==> src/rtl/tli_ram.sv <==
`default_nettype none

module tli_ram #(
  parameter int WIDTH = 8,
  parameter int DEPTH = 256
) (
  input  wire logic                                  clk,
  input  wire logic                                  we,
  input  wire logic [((DEPTH > 1) ? $clog2(DEPTH) : 1)-1:0] waddr,
  input  wire logic [WIDTH-1:0]                      wdata,
  input  wire logic                                  re,
  input  wire logic [((DEPTH > 1) ? $clog2(DEPTH) : 1)-1:0] raddr,
  output logic      [WIDTH-1:0]                      rdata
);

  logic [WIDTH-1:0] mem [DEPTH];

  always_ff @(posedge clk) begin
    if (we) begin
      mem[waddr] <= wdata;
    end
    if (re) begin
      rdata <= mem[raddr];
    end
  end

endmodule

`default_nettype wire

==> config.mk <==
export PLATFORM = sky130hd
export DESIGN_NAME = tli_ram
export DESIGN_NICKNAME = d
export VERILOG_FILES = /design/src/rtl/tli_ram.sv
export SDC_FILE = /design/constraint.sdc
export NUM_CORES = 2
export LEC_CHECK = 0
export ABC_CLOCK_PERIOD_IN_PS = 2400
export BUFFER_PORTS_ARGS = -buffer_cell sky130_fd_sc_hd__buf_2
export CAP_MARGIN = 0
export CORE_UTILIZATION = 57
export DETAILED_ROUTE_END_ITERATION = 12
export GPL_TIMING_DRIVEN = 0
export HOLD_SLACK_MARGIN = 0.03
export MAX_ROUTING_LAYER = met4
export PLACE_DENSITY = 0.78
export SLEW_MARGIN = 25
export SYNTH_ARGS = -nofsm -noshare
export SYNTH_HDL_FRONTEND = slang
export SYNTH_SLANG_ARGS = --single-unit
==> constraint.sdc <==
create_clock -name clk -period 2.4 [get_ports clk]
set_clock_uncertainty 0.05 [all_clocks]
set_input_delay 0.36 -clock clk [delete_from_list [all_inputs] [get_ports clk]]
set_output_delay 0.36 -clock clk [all_outputs]
set_load 0.02 [all_outputs]
==> results.txt <==
Net switching fraction of the power -> 0.2253
Post-layout util -> 0.6670
Clock-pin transition on the worst setup and hold timing paths -> 70 ps
Iter 0 DRT Violations -> 7789
Max-capacitance violation count -> 0
Total congestion overflow after global routing -> 0
Area growth, synth to finish -> 15.59%
Length of routed met3 wiring -> 38.49 mm
Post-route minimum period -> 2784 ps
Pre-Repair DR Iteration Count -> 8
Depth of the CTS H-tree -> 4
FFs w/ async S/R, synth -> 0
WL met2 -> 106.8 mm
Via count -> 43580
Cell area after layout -> 92050 um^2
Gpl congestion -> 1.034
Switching pwr -> 16.94 mW
Depth of the worst register-to-register path -> 6
Synth cell types -> 54
Critical path endpoint -> rdata[3]$_DFFE_PP_
Hold WC Path Type -> in -> reg
Delay of the slowest cell on the worst path -> 540 ps
Cell at the root of the clock tree -> sky130_fd_sc_hd__clkbuf_16
DRC violation count after routing -> 0
Run status -> complete, but fails checks
Floorplan row count -> 136
Final hold violation count -> 0
Timing-limited maximum frequency -> 359.2 MHz
Detailed placer's ending HPWL -> 153.4 mm
Fraction of the yosys area taken by sequential cells -> 0.7753
Number of instances in the synthesized netlist -> 3733
Average instance area after synthesis -> 21.33 um^2
Share of power burned in the clock network -> 0.409
Sequential share of power -> 0.527
Setup repair after global routing missed its margin -> true
Starting density of the core -> 0.5771
Peak supply drop -> 0.0008198 V
Number of enable-type register cells in the synthesized netlist -> 2056
WL met1 -> 77.35 mm
Critical path depth in cells -> 6
Buffer and inverter count on the worst path -> 0
Start of the worst register-to-register path -> mem[211][3]$_DFFE_PP_
Top layer used by detailed routing -> met4
TritonCTS sink count -> 2056
Clock insertion delay at the later pin of the skew report -> 870 ps
Comb power frac -> 0.064
Net count of the mapped netlist -> 3760
Clock tree buffer depth -> 3
Dominant cells by area after synthesis -> sky130_fd_sc_hd__edfxtp_1 (78%), sky130_fd_sc_hd__mux4_2 (13%), sky130_fd_sc_hd__mux2i_1 (1.7%)
Global-route wire length before repair -> 325.8 mm
CP max-delay cell -> sky130_fd_sc_hd__mux4_2
Die height -> 375.8 um
Die Width -> 375.8 um
Final Max Slew Viols -> 0
Min setup slack post-route -> -384.3 ps
Post-DR vias/cell -> 7.204
Final clock period utilization by the worst path -> 1.160
Headroom to the max-slew limit -> 0.1967
Power density relative to cell area -> 817.2 nW/um^2
Gate family responsible for the most delay along the worst path -> compound AO/OA/AOI/OAI gates
Post-layout instance count excluding filler cells -> 6049
Antenna violations before repair -> 12
Core Footprint -> 138000 um^2
Overall routing resource usage -> 0.3510
Final setup fails -> 304
Number of global-route vias before repair -> 42230
Wire length per cell after detailed routing -> 39.73 um
Netlist area before placement -> 79640 um^2
Number of top-level pins -> 35
Worst Path Class, Setup -> reg -> reg
Arrival time of the worst setup path -> 3310 ps
Internal power summed over all cells -> 58.28 mW
Total clock buffers created by CTS -> 194
Final layout net count -> 4033
Measured slew at the worst slew-check pin -> 1205 ps
Area fraction of the dominant cell type after synthesis -> 0.7753
Filler Cells Inserted -> 8108
LEAKAGE -> 28.33 nW
Synth warn -> 0
Number of synthesized register bits -> 2056
Antenna Nets Post-Route -> 0
Top fanout value on the critical path -> 1
Placed inst area -> 83210 um^2
Count of input and output buffers -> 27
Share of cells above drive strength 1 -> 0.3121
Worst reg-to-reg setup slack -> -380 ps
TritonCTS clock tree -> yes
CP cell instances -> mux4_2 -> a22o_4 -> a221oi_4 -> o32ai_4 -> nor3_4 -> nor4_4
Violations in the final reports -> setup timing
Worst setup EP type -> flop
Crit. Startpoint -> mem[211][3]$_DFFE_PP_
Primary FF master, synth -> sky130_fd_sc_hd__edfxtp_1
Total wirelength of the detailed-routed design -> 240.3 mm
Worst endpoint required time -> 2920 ps
Capture instance of the worst register-to-register path -> rdata[3]$_DFFE_PP_
Sum of internal, switching and leakage power -> 75.22 mW
Critical Path Source Type -> flop
Biggest area consumer among synthesized cells -> sky130_fd_sc_hd__edfxtp_1
Placed Instances -> 5655
Overall die area -> 141200 um^2
Largest net degree at the start of global routing -> 118
==> power groups by stage <==
stage          clock [mW]  sequential, mW  combinational [mW]
3_3_place_gp            0            40.5                3.85
6_report             30.8            39.6                4.84
3_5_place_dp            0            40.4                4.08
2_1_floorplan           0            40.4                1.94
4_1_cts              30.6            39.6                4.43
5_1_grt              31.9            39.6                4.83
==> tightest hold or removal path, cell delays in order <==
cell and delay (ps):
sky130_fd_sc_hd__buf_2 170, sky130_fd_sc_hd__nand4_1 250, sky130_fd_sc_hd__nor2_2 210
==> layer usage <==
metal,GRT usage,up-vias
met3,0.1380,923
met4,0.1975,0
met1,0.4347,22170
met2,0.4956,4189
met5,-,-
li1,-,16300
==> cells in the mapped netlist (5+ instances only) <==
| library cell | n |
|---|---|
| sky130_fd_sc_hd__a211oi_1 | 16 |
| sky130_fd_sc_hd__a21oi_1 | 96 |
| sky130_fd_sc_hd__a221oi_1 | 13 |
| sky130_fd_sc_hd__a22o_1 | 8 |
| sky130_fd_sc_hd__a22oi_1 | 133 |
| sky130_fd_sc_hd__and2_1 | 6 |
| sky130_fd_sc_hd__buf_1 | 22 |
| sky130_fd_sc_hd__buf_12 | 8 |
| sky130_fd_sc_hd__buf_2 | 31 |
| sky130_fd_sc_hd__buf_4 | 27 |
| sky130_fd_sc_hd__buf_6 | 21 |
| sky130_fd_sc_hd__buf_8 | 13 |
| sky130_fd_sc_hd__clkbuf_1 | 111 |
| sky130_fd_sc_hd__edfxtp_1 | 2056 |
| sky130_fd_sc_hd__mux2i_1 | 134 |
| sky130_fd_sc_hd__mux4_2 | 454 |
| sky130_fd_sc_hd__nand2_1 | 33 |
| sky130_fd_sc_hd__nand2b_1 | 8 |
| sky130_fd_sc_hd__nand3_1 | 34 |
| sky130_fd_sc_hd__nand4_1 | 10 |
| sky130_fd_sc_hd__nor2_1 | 282 |
| sky130_fd_sc_hd__nor2b_1 | 31 |
| sky130_fd_sc_hd__nor3_1 | 22 |
| sky130_fd_sc_hd__nor4_1 | 24 |
| sky130_fd_sc_hd__o211ai_1 | 10 |
| sky130_fd_sc_hd__o21ai_0 | 10 |
| sky130_fd_sc_hd__o221ai_1 | 46 |
| sky130_fd_sc_hd__o22a_1 | 5 |
| sky130_fd_sc_hd__o22ai_1 | 28 |
==> flip-flops by register name (all words and copies together) (netlist names) <==
| signal | cells |
|---|---|
| mem | 2048 |
| rdata | 8 |
==> how the worst min path moves through the flow <==
stage	startpoint	to	slack (ps)	cells after the start
after floorplan	wdata[0]	mem[0][0]$_DFFE_PP_	410	0
after global placement	re	rdata[1]$_DFFE_PP_	640	1
after detailed placement	re	rdata[1]$_DFFE_PP_	660	1
after CTS	waddr[6]	mem[197][6]$_DFFE_PP_	240	3
after global routing	waddr[4]	mem[117][3]$_DFFE_PP_	320	3
final	waddr[6]	mem[197][6]$_DFFE_PP_	310	3
==> kinds of logic after synthesis <==
| kind of cell | Yosys count | share of synthesized area |
|---|---|---|
| multiplexers | 591 | 0.1460 |
| buffers and inverters | 235 | 0.01829 |
| AND/OR/NAND/NOR | 466 | 0.02625 |
| flip-flops | 2056 | 0.7753 |
| AO/OA/AOI/OAI | 385 | 0.03416 |
==> through the flow <==
| step | setup slack (ps) | hold WS [ps] | setup TNS, ps |
|---|---|---|---|
| after floorplan | -0.2356 | 408.9 | -0.2356 |
| after global placement | -2908 | 641.0 | -6374970 |
| after detailed placement | -2354 | 663.5 | -1705900 |
| after CTS | -293.9 | 237.0 | -1167 |
| after global routing | -311.7 | 316.5 | -1541 |
| final | -384.3 | 313.1 | -18400 |
==> layout by cell type, fill, tap and decap left out, drive strengths merged, types with 2 or more instances in the layout <==
cell type	n
nand4	10
a221oi	14
mux4	456
o211ai	10
nand2b	8
a2111oi	5
diode	14
o22a	5
o32ai	5
bufinv	20
a31oi	2
edfxtp	2056
a311oi	2
buf	191
a211oi	16
or2	4
nor2	282
nand3b	2
clkinv	94
nor2b	31
a22o	8
mux2i	134
o21ai	12
clkbuf	342
clkinvlp	7
o221ai	47
nor4	27
nand3	34
nor3	22
and2	6
and3b	2
a21oi	96
nand2	33
o22ai	28
dlygate4sd3	9
a22oi	133
inv	11
==> layout make-up <==
class | count | area, um^2 | area share
Tap cell | 1863 | 2331 | 0.02532
Antenna cell | 14 | 35.03 | 0.0003806
Timing Repair Buffer | 80 | 1211 | 0.01316
Multi-Input combinational cell | 1442 | 18290 | 0.1987
Clock inverter | 130 | 1286 | 0.01397
Clock buffer | 232 | 4997 | 0.05429
Inverter | 2 | 8.758 | 0.00009515
Sequential cell | 2056 | 61740 | 0.6707
Buffer | 230 | 2155 | 0.02341
==> repair_timing <==
| item | in CTS | in global routing |
|---|---|---|
| pin swaps | 21 | 50 |
| endpoints found under the setup margin | 1178 | 825 |
| gates resized for setup | 432 | 196 |
| endpoints found under the hold margin | 494 | 0 |
| setup buffers | 9 | 3 |
| hold buffers | 9 | 0 |
No activity file was read; power rests on OpenSTA's default activity.
