--- src/rtl/tli_pkg.sv ---
`default_nettype none

package tli_pkg;

  // Default sizes of the stores.
  localparam int MAX_CELLS_DEF   = 256;
  localparam int PROG_DEPTH_DEF  = 4096;
  localparam int STACK_DEPTH_DEF = 64;

  // Configuration register file.
  localparam int          CFG_AW         = 3;
  localparam int          CFG_DW         = 32;
  localparam int          CELL_CNT_W     = 9;
  localparam logic [8:0]  CELL_COUNT_RST = 9'd10;
  localparam logic        REG_CELL_COUNT = 1'b0;

  // Request functions.
  localparam logic [1:0] FN_LOAD  = 2'd0;
  localparam logic [1:0] FN_STEP  = 2'd1;
  localparam logic [1:0] FN_CLEAR = 2'd2;

  // Result status codes.
  localparam logic [2:0] ST_STEPPED = 3'd0;
  localparam logic [2:0] ST_BYTE    = 3'd1;
  localparam logic [2:0] ST_DECIMAL = 3'd2;
  localparam logic [2:0] ST_HALTED  = 3'd3;
  localparam logic [2:0] ST_ERROR   = 3'd4;

  // Error codes.
  localparam logic [1:0] ERR_BOUNDS   = 2'd0;
  localparam logic [1:0] ERR_VALUE    = 2'd1;
  localparam logic [1:0] ERR_SYNTAX   = 2'd2;
  localparam logic [1:0] ERR_OVERFLOW = 2'd3;

  // Program characters.
  localparam logic [7:0] CH_NEWLINE = 8'd10;
  localparam logic [7:0] CH_HASH    = 8'h23;
  localparam logic [7:0] CH_PLUS    = 8'h2B;
  localparam logic [7:0] CH_COMMA   = 8'h2C;
  localparam logic [7:0] CH_MINUS   = 8'h2D;
  localparam logic [7:0] CH_DOT     = 8'h2E;
  localparam logic [7:0] CH_LT      = 8'h3C;
  localparam logic [7:0] CH_GT      = 8'h3E;
  localparam logic [7:0] CH_LBRACK  = 8'h5B;
  localparam logic [7:0] CH_BSLASH  = 8'h5C;
  localparam logic [7:0] CH_RBRACK  = 8'h5D;

  localparam logic [7:0] CELL_MAX = 8'd255;

endpackage

`default_nettype wire

--- src/rtl/tli_cfg.sv ---
`default_nettype none

module tli_cfg #(
  parameter int MAX_CELLS = tli_pkg::MAX_CELLS_DEF
) (
  input  wire logic                       clk,
  input  wire logic                       rst_n,
  input  wire logic                       psel,
  input  wire logic                       penable,
  input  wire logic                       pwrite,
  input  wire logic [tli_pkg::CFG_AW-1:0] paddr,
  input  wire logic [tli_pkg::CFG_DW-1:0] pwdata,
  output logic      [tli_pkg::CFG_DW-1:0] prdata,
  output logic                            pready,
  output logic [((tli_pkg::CELL_CNT_W > $clog2(MAX_CELLS + 1)) ?
                 tli_pkg::CELL_CNT_W : $clog2(MAX_CELLS + 1))-1:0] cell_limit
);

  localparam int NW = (tli_pkg::CELL_CNT_W > $clog2(MAX_CELLS + 1)) ?
                      tli_pkg::CELL_CNT_W : $clog2(MAX_CELLS + 1);

  logic [tli_pkg::CELL_CNT_W-1:0] cell_count_r;
  logic [tli_pkg::CELL_CNT_W-1:0] cell_count_nxt;
  logic                           sel_count;
  logic [NW-1:0]                  count_ext;

  assign pready    = 1'b1;
  assign sel_count = (paddr[tli_pkg::CFG_AW-1:2] == tli_pkg::REG_CELL_COUNT);

  always_comb begin
    cell_count_nxt = cell_count_r;
    if (psel && penable && pwrite && sel_count) begin
      cell_count_nxt = pwdata[tli_pkg::CELL_CNT_W-1:0];
    end
  end

  always_ff @(posedge clk) begin
    if (!rst_n) begin
      cell_count_r <= tli_pkg::CELL_COUNT_RST;
    end else begin
      cell_count_r <= cell_count_nxt;
    end
  end

  assign prdata = sel_count ? tli_pkg::CFG_DW'(cell_count_r) : '0;

  // The usable cell count is clamped to 1..MAX_CELLS.
  assign count_ext = NW'(cell_count_r);

  always_comb begin
    if (count_ext == '0) begin
      cell_limit = NW'(1);
    end else if (count_ext > NW'(MAX_CELLS)) begin
      cell_limit = NW'(MAX_CELLS);
    end else begin
      cell_limit = count_ext;
    end
  end

endmodule

`default_nettype wire

--- config.mk ---
export PLATFORM = sky130hd
export DESIGN_NAME = tli_cfg
export DESIGN_NICKNAME = d
export VERILOG_FILES = /design/src/rtl/tli_pkg.sv /design/src/rtl/tli_cfg.sv
export SDC_FILE = /design/constraint.sdc
export NUM_CORES = 1
export LEC_CHECK = 0
export BUFFER_PORTS_ARGS = -buffer_cell sky130_fd_sc_hd__clkbuf_2
export CAP_MARGIN = 15
export CORE_MARGIN = 4
export CORE_UTILIZATION = 30
export DETAILED_ROUTE_END_ITERATION = 8
export HOLD_SLACK_MARGIN = 0.15
export PLACE_DENSITY = 0.76
export SETUP_SLACK_MARGIN = 0.4
export SLEW_MARGIN = 20
export SYNTH_ARGS = -nofsm -noshare
export SYNTH_HDL_FRONTEND = slang
export SYNTH_SLANG_ARGS = --single-unit
--- constraint.sdc ---
create_clock -name clk -period 1 [get_ports clk]
set_input_delay 0.2 -clock clk [delete_from_list [all_inputs] [get_ports clk]]
set_output_delay 0.2 -clock clk [all_outputs]
set_load 0.05 [all_outputs]
==> results.md <==
- Clock-pin slew was measured on the worst setup and hold paths at 60 ps.
- The total of buffers placed on input and output ports is 32.
- The repair_antennas step left the layout with diodes totalling 0.
- The worst setup path is of the reg -> out kind.
- The path class of the lowest-slack min-delay path is in -> reg.
- Entering global routing, the biggest net connects 19 pins.
- Setup repair after global routing could not meet its margin everywhere.
- The routed via count divided by cell count is 4.43.
- The post-route clock skew is 0 ps.
- The worst hold path was traced through 3 stages.
- For the worst setup path, the data required time is 800 ps.
- In this run the vertical extent of the chip is 56.8 um.
- The via count of the routed design is 731.
- For this run, the post-layout net count is 178.
- The number of buffers between clock root and the deepest sink is 2.
- The final layout contains routed wiring with a total length of 2820 um.
- The post-place instance area is 982 um2.
- In this run the power density over the cells is 812 nW/um2.
- The ratio of final minimum period to clock period is 1.66.
- Across the VDD grid, the largest voltage drop is 0.443 mV.
- In this run the most critical hold path is launched from pwdata[2].
- The setup check on the worst reg-to-reg path leaves a slack of 10 ps.
- The total congestion overflow is 0.
- The relative area change from synthesis to final layout is 104%.
- The final critical-path setup slack is -655 ps.
- In this run the worst path has a maximum fanout of 3.
- Summed over all cells, the static leakage comes to 0.681 nW.
- The number of global-route vias before repair is 730.
- The placer congestion estimate is 0.764.
- The number of flip-flops under the largest register name is 9.
- The worst setup path is launched from a flip-flop.
- The first global-routing pass estimated 3550 um of wire.
- Counting every instance in the synthesized netlist gives 88.
- During synthesis, Yosys emitted a total of 0 warnings.
- The count of final hold-check violations is 0.
- The critical register-to-register path startpoint is cell_count_r[8].
- For this block, the initial DRC count from the detailed router was 27.
- The first detailed-routing pass took 4 iterations.
- The count of cells along the worst register-to-register path is 5.
- The number of buffers added by the clock tree synthesis step is 3.
- The highest attainable clock frequency is 604 MHz.
- The synthesized area per cell is 8.13 um2.
- The number of failing setup endpoints in the final timing report is 18.
- The clock net in this run drives a total of 9 sinks.
- The post-synth design cell area is 716 um2.
- The flow ran to the end, but the final reports show violations.
- The max-cap violation count is 0.
- The count of unresolved DRC violations after routing is 0.
- The flip-flop and latch count after synthesis is 9.
- The worst setup path is captured at an output pin.
- For this configuration, the core starts out at a cell density of 0.320.
- The worst flop-to-flop path endpoint is cell_count_r[8].
- The largest registers in the layout are cell_count_r x9.
- The endpoint arrival time on the critical path is 1460 ps.
- In this run the horizontal extent of the chip is 56.8 um.
- Detailed placement finished with a half-perimeter wire length of 1350 um.
- Once layout is done, the placed cells without fillers occupy 1460 um2.
- The average wire length per cell after detail routing is 17.1 um.
- The CTS H-tree depth is 1.
- The tree is rooted in a sky130_fd_sc_hd__clkbuf_4.
- The share of the Yosys chip area taken by registers is 0.252.
- The sink of the worst hold path is cell_count_r[2].
- The register with the most flip-flops in the final layout is cell_count_r.
- The number of antenna violations at the first check in global routing is 0.
- The netlist uses 15 different library cells.
- The summed negative setup slack over all endpoints is -5480 ps.
- The final reports fail on setup timing.
- The detail route stage leaves a number of antenna-violating nets equal to 0.
- In this run the core area contains 17 standard-cell rows.
- The standard cell core area is 2230 um2.
- The clock network latency to the later pin of the worst-skew pair is 260 ps.
- The number of max-slew violations in the final report is 0.
- The most common cell after layout, fill and taps aside is sky130_fd_sc_hd__conb_1.
- During I/O placement, the number of pins put on the boundary was 82.
- The top cell types in the final layout, fill and taps aside, are sky130_fd_sc_hd__conb_1 (24), sky130_fd_sc_hd__buf_6 (14), sky130_fd_sc_hd__clkbuf_2 (13).
- The smallest clock period supported by the final layout is computed as 1660 ps.
- TritonCTS built the clock tree.
- The fraction of layout cells with a size suffix above 1 is 0.642.
- The full die area is 3230 um2.
- The global-route total usage across every layer is 0.144.
## critical path, stage by stage, from the launching register on
cell and delay [ps]:
sky130_fd_sc_hd__dfxtp_4 360, sky130_fd_sc_hd__or4_4 530, sky130_fd_sc_hd__o22ai_4 120, sky130_fd_sc_hd__buf_8 160
## how the worst max path moves through the flow
stage                     slack (ps)            end             from
after global routing            -680  cell_limit[0]  cell_count_r[6]
after floorplan                 -380  cell_limit[0]  cell_count_r[7]
after global placement          -450  cell_limit[0]  cell_count_r[7]
final                           -660  cell_limit[0]  cell_count_r[8]
after detailed placement        -460  cell_limit[0]  cell_count_r[7]
after CTS                       -660  cell_limit[0]  cell_count_r[7]
## metal layers
metal  wire [um]  GRT usage
met1        1040      0.142
met2        1460      0.284
met3         217     0.0184
met4          99     0.0795
met5           0          0
## kinds of logic (layout without fill, tap and decap cells)
group / count (synthesis) / in the layout / synth area share
multiplexers: 9 / 9 / 0.126
flip-flops: 9 / 9 / 0.252
AO/OA/AOI/OAI: 1 / 1 / 0.00875
other: 2 / 24 / 0.0105
AND/OR/NAND/NOR: 37 / 37 / 0.308
buffers and inverters: 30 / 57 / 0.295
## area by class of cell
type                       instances  area [um2]
clock buffer                       4        26.3
inverter                           1        3.75
sequential                         9         194
timing repair buffer              52         681
fill                             146         773
multi-input combinational         71         520
tap                               28        35.0
## where the power goes
group	leakage [nW]	internal, mW	switching [mW]
logic	0.590	0.172	0.350
clock network	0.0150	0.154	0.135
registers	0.0757	0.366	0.00742
## what timing repair did
action | in CTS | in global routing
buffers inserted | 2 | 5
resized for setup | 45 | 43
pin swaps | 0 | 2
hold buffers | 0 | 0
gates cloned | 2 | 1
endpoints found under the setup margin | 27 | 27
## stage by stage
step | hold slack [ps] | util | cells | worst slack (ps) | total power, mW
floorplan | 335 | - | 110 | -381 | 0.795
global placement | 434 | 0.440 | 151 | -447 | 0.784
detailed placement | 437 | 0.440 | 151 | -460 | 0.789
CTS | 161 | 0.574 | 159 | -657 | 1.13
global route | 178 | 0.654 | 165 | -678 | 1.22
finish | 153 | 0.654 | 165 | -655 | 1.19
## cells in the mapped netlist
master,number,area share
sky130_fd_sc_hd__dfxtp_1,9,0.25
sky130_fd_sc_hd__and4b_1,1,0.014
sky130_fd_sc_hd__and2b_2,8,0.098
sky130_fd_sc_hd__buf_2,1,0.0070
sky130_fd_sc_hd__nand2_1,14,0.073
sky130_fd_sc_hd__nor2b_1,11,0.096
sky130_fd_sc_hd__o22ai_1,1,0.0087
sky130_fd_sc_hd__or4_1,2,0.021
sky130_fd_sc_hd__inv_1,1,0.0052
sky130_fd_sc_hd__buf_6,1,0.016
sky130_fd_sc_hd__buf_4,24,0.25
sky130_fd_sc_hd__nor2_1,1,0.0052
sky130_fd_sc_hd__mux2i_1,9,0.13
sky130_fd_sc_hd__clkbuf_1,3,0.016
sky130_fd_sc_hd__conb_1,2,0.010
Note: power is estimated with default switching activity, not from simulation.
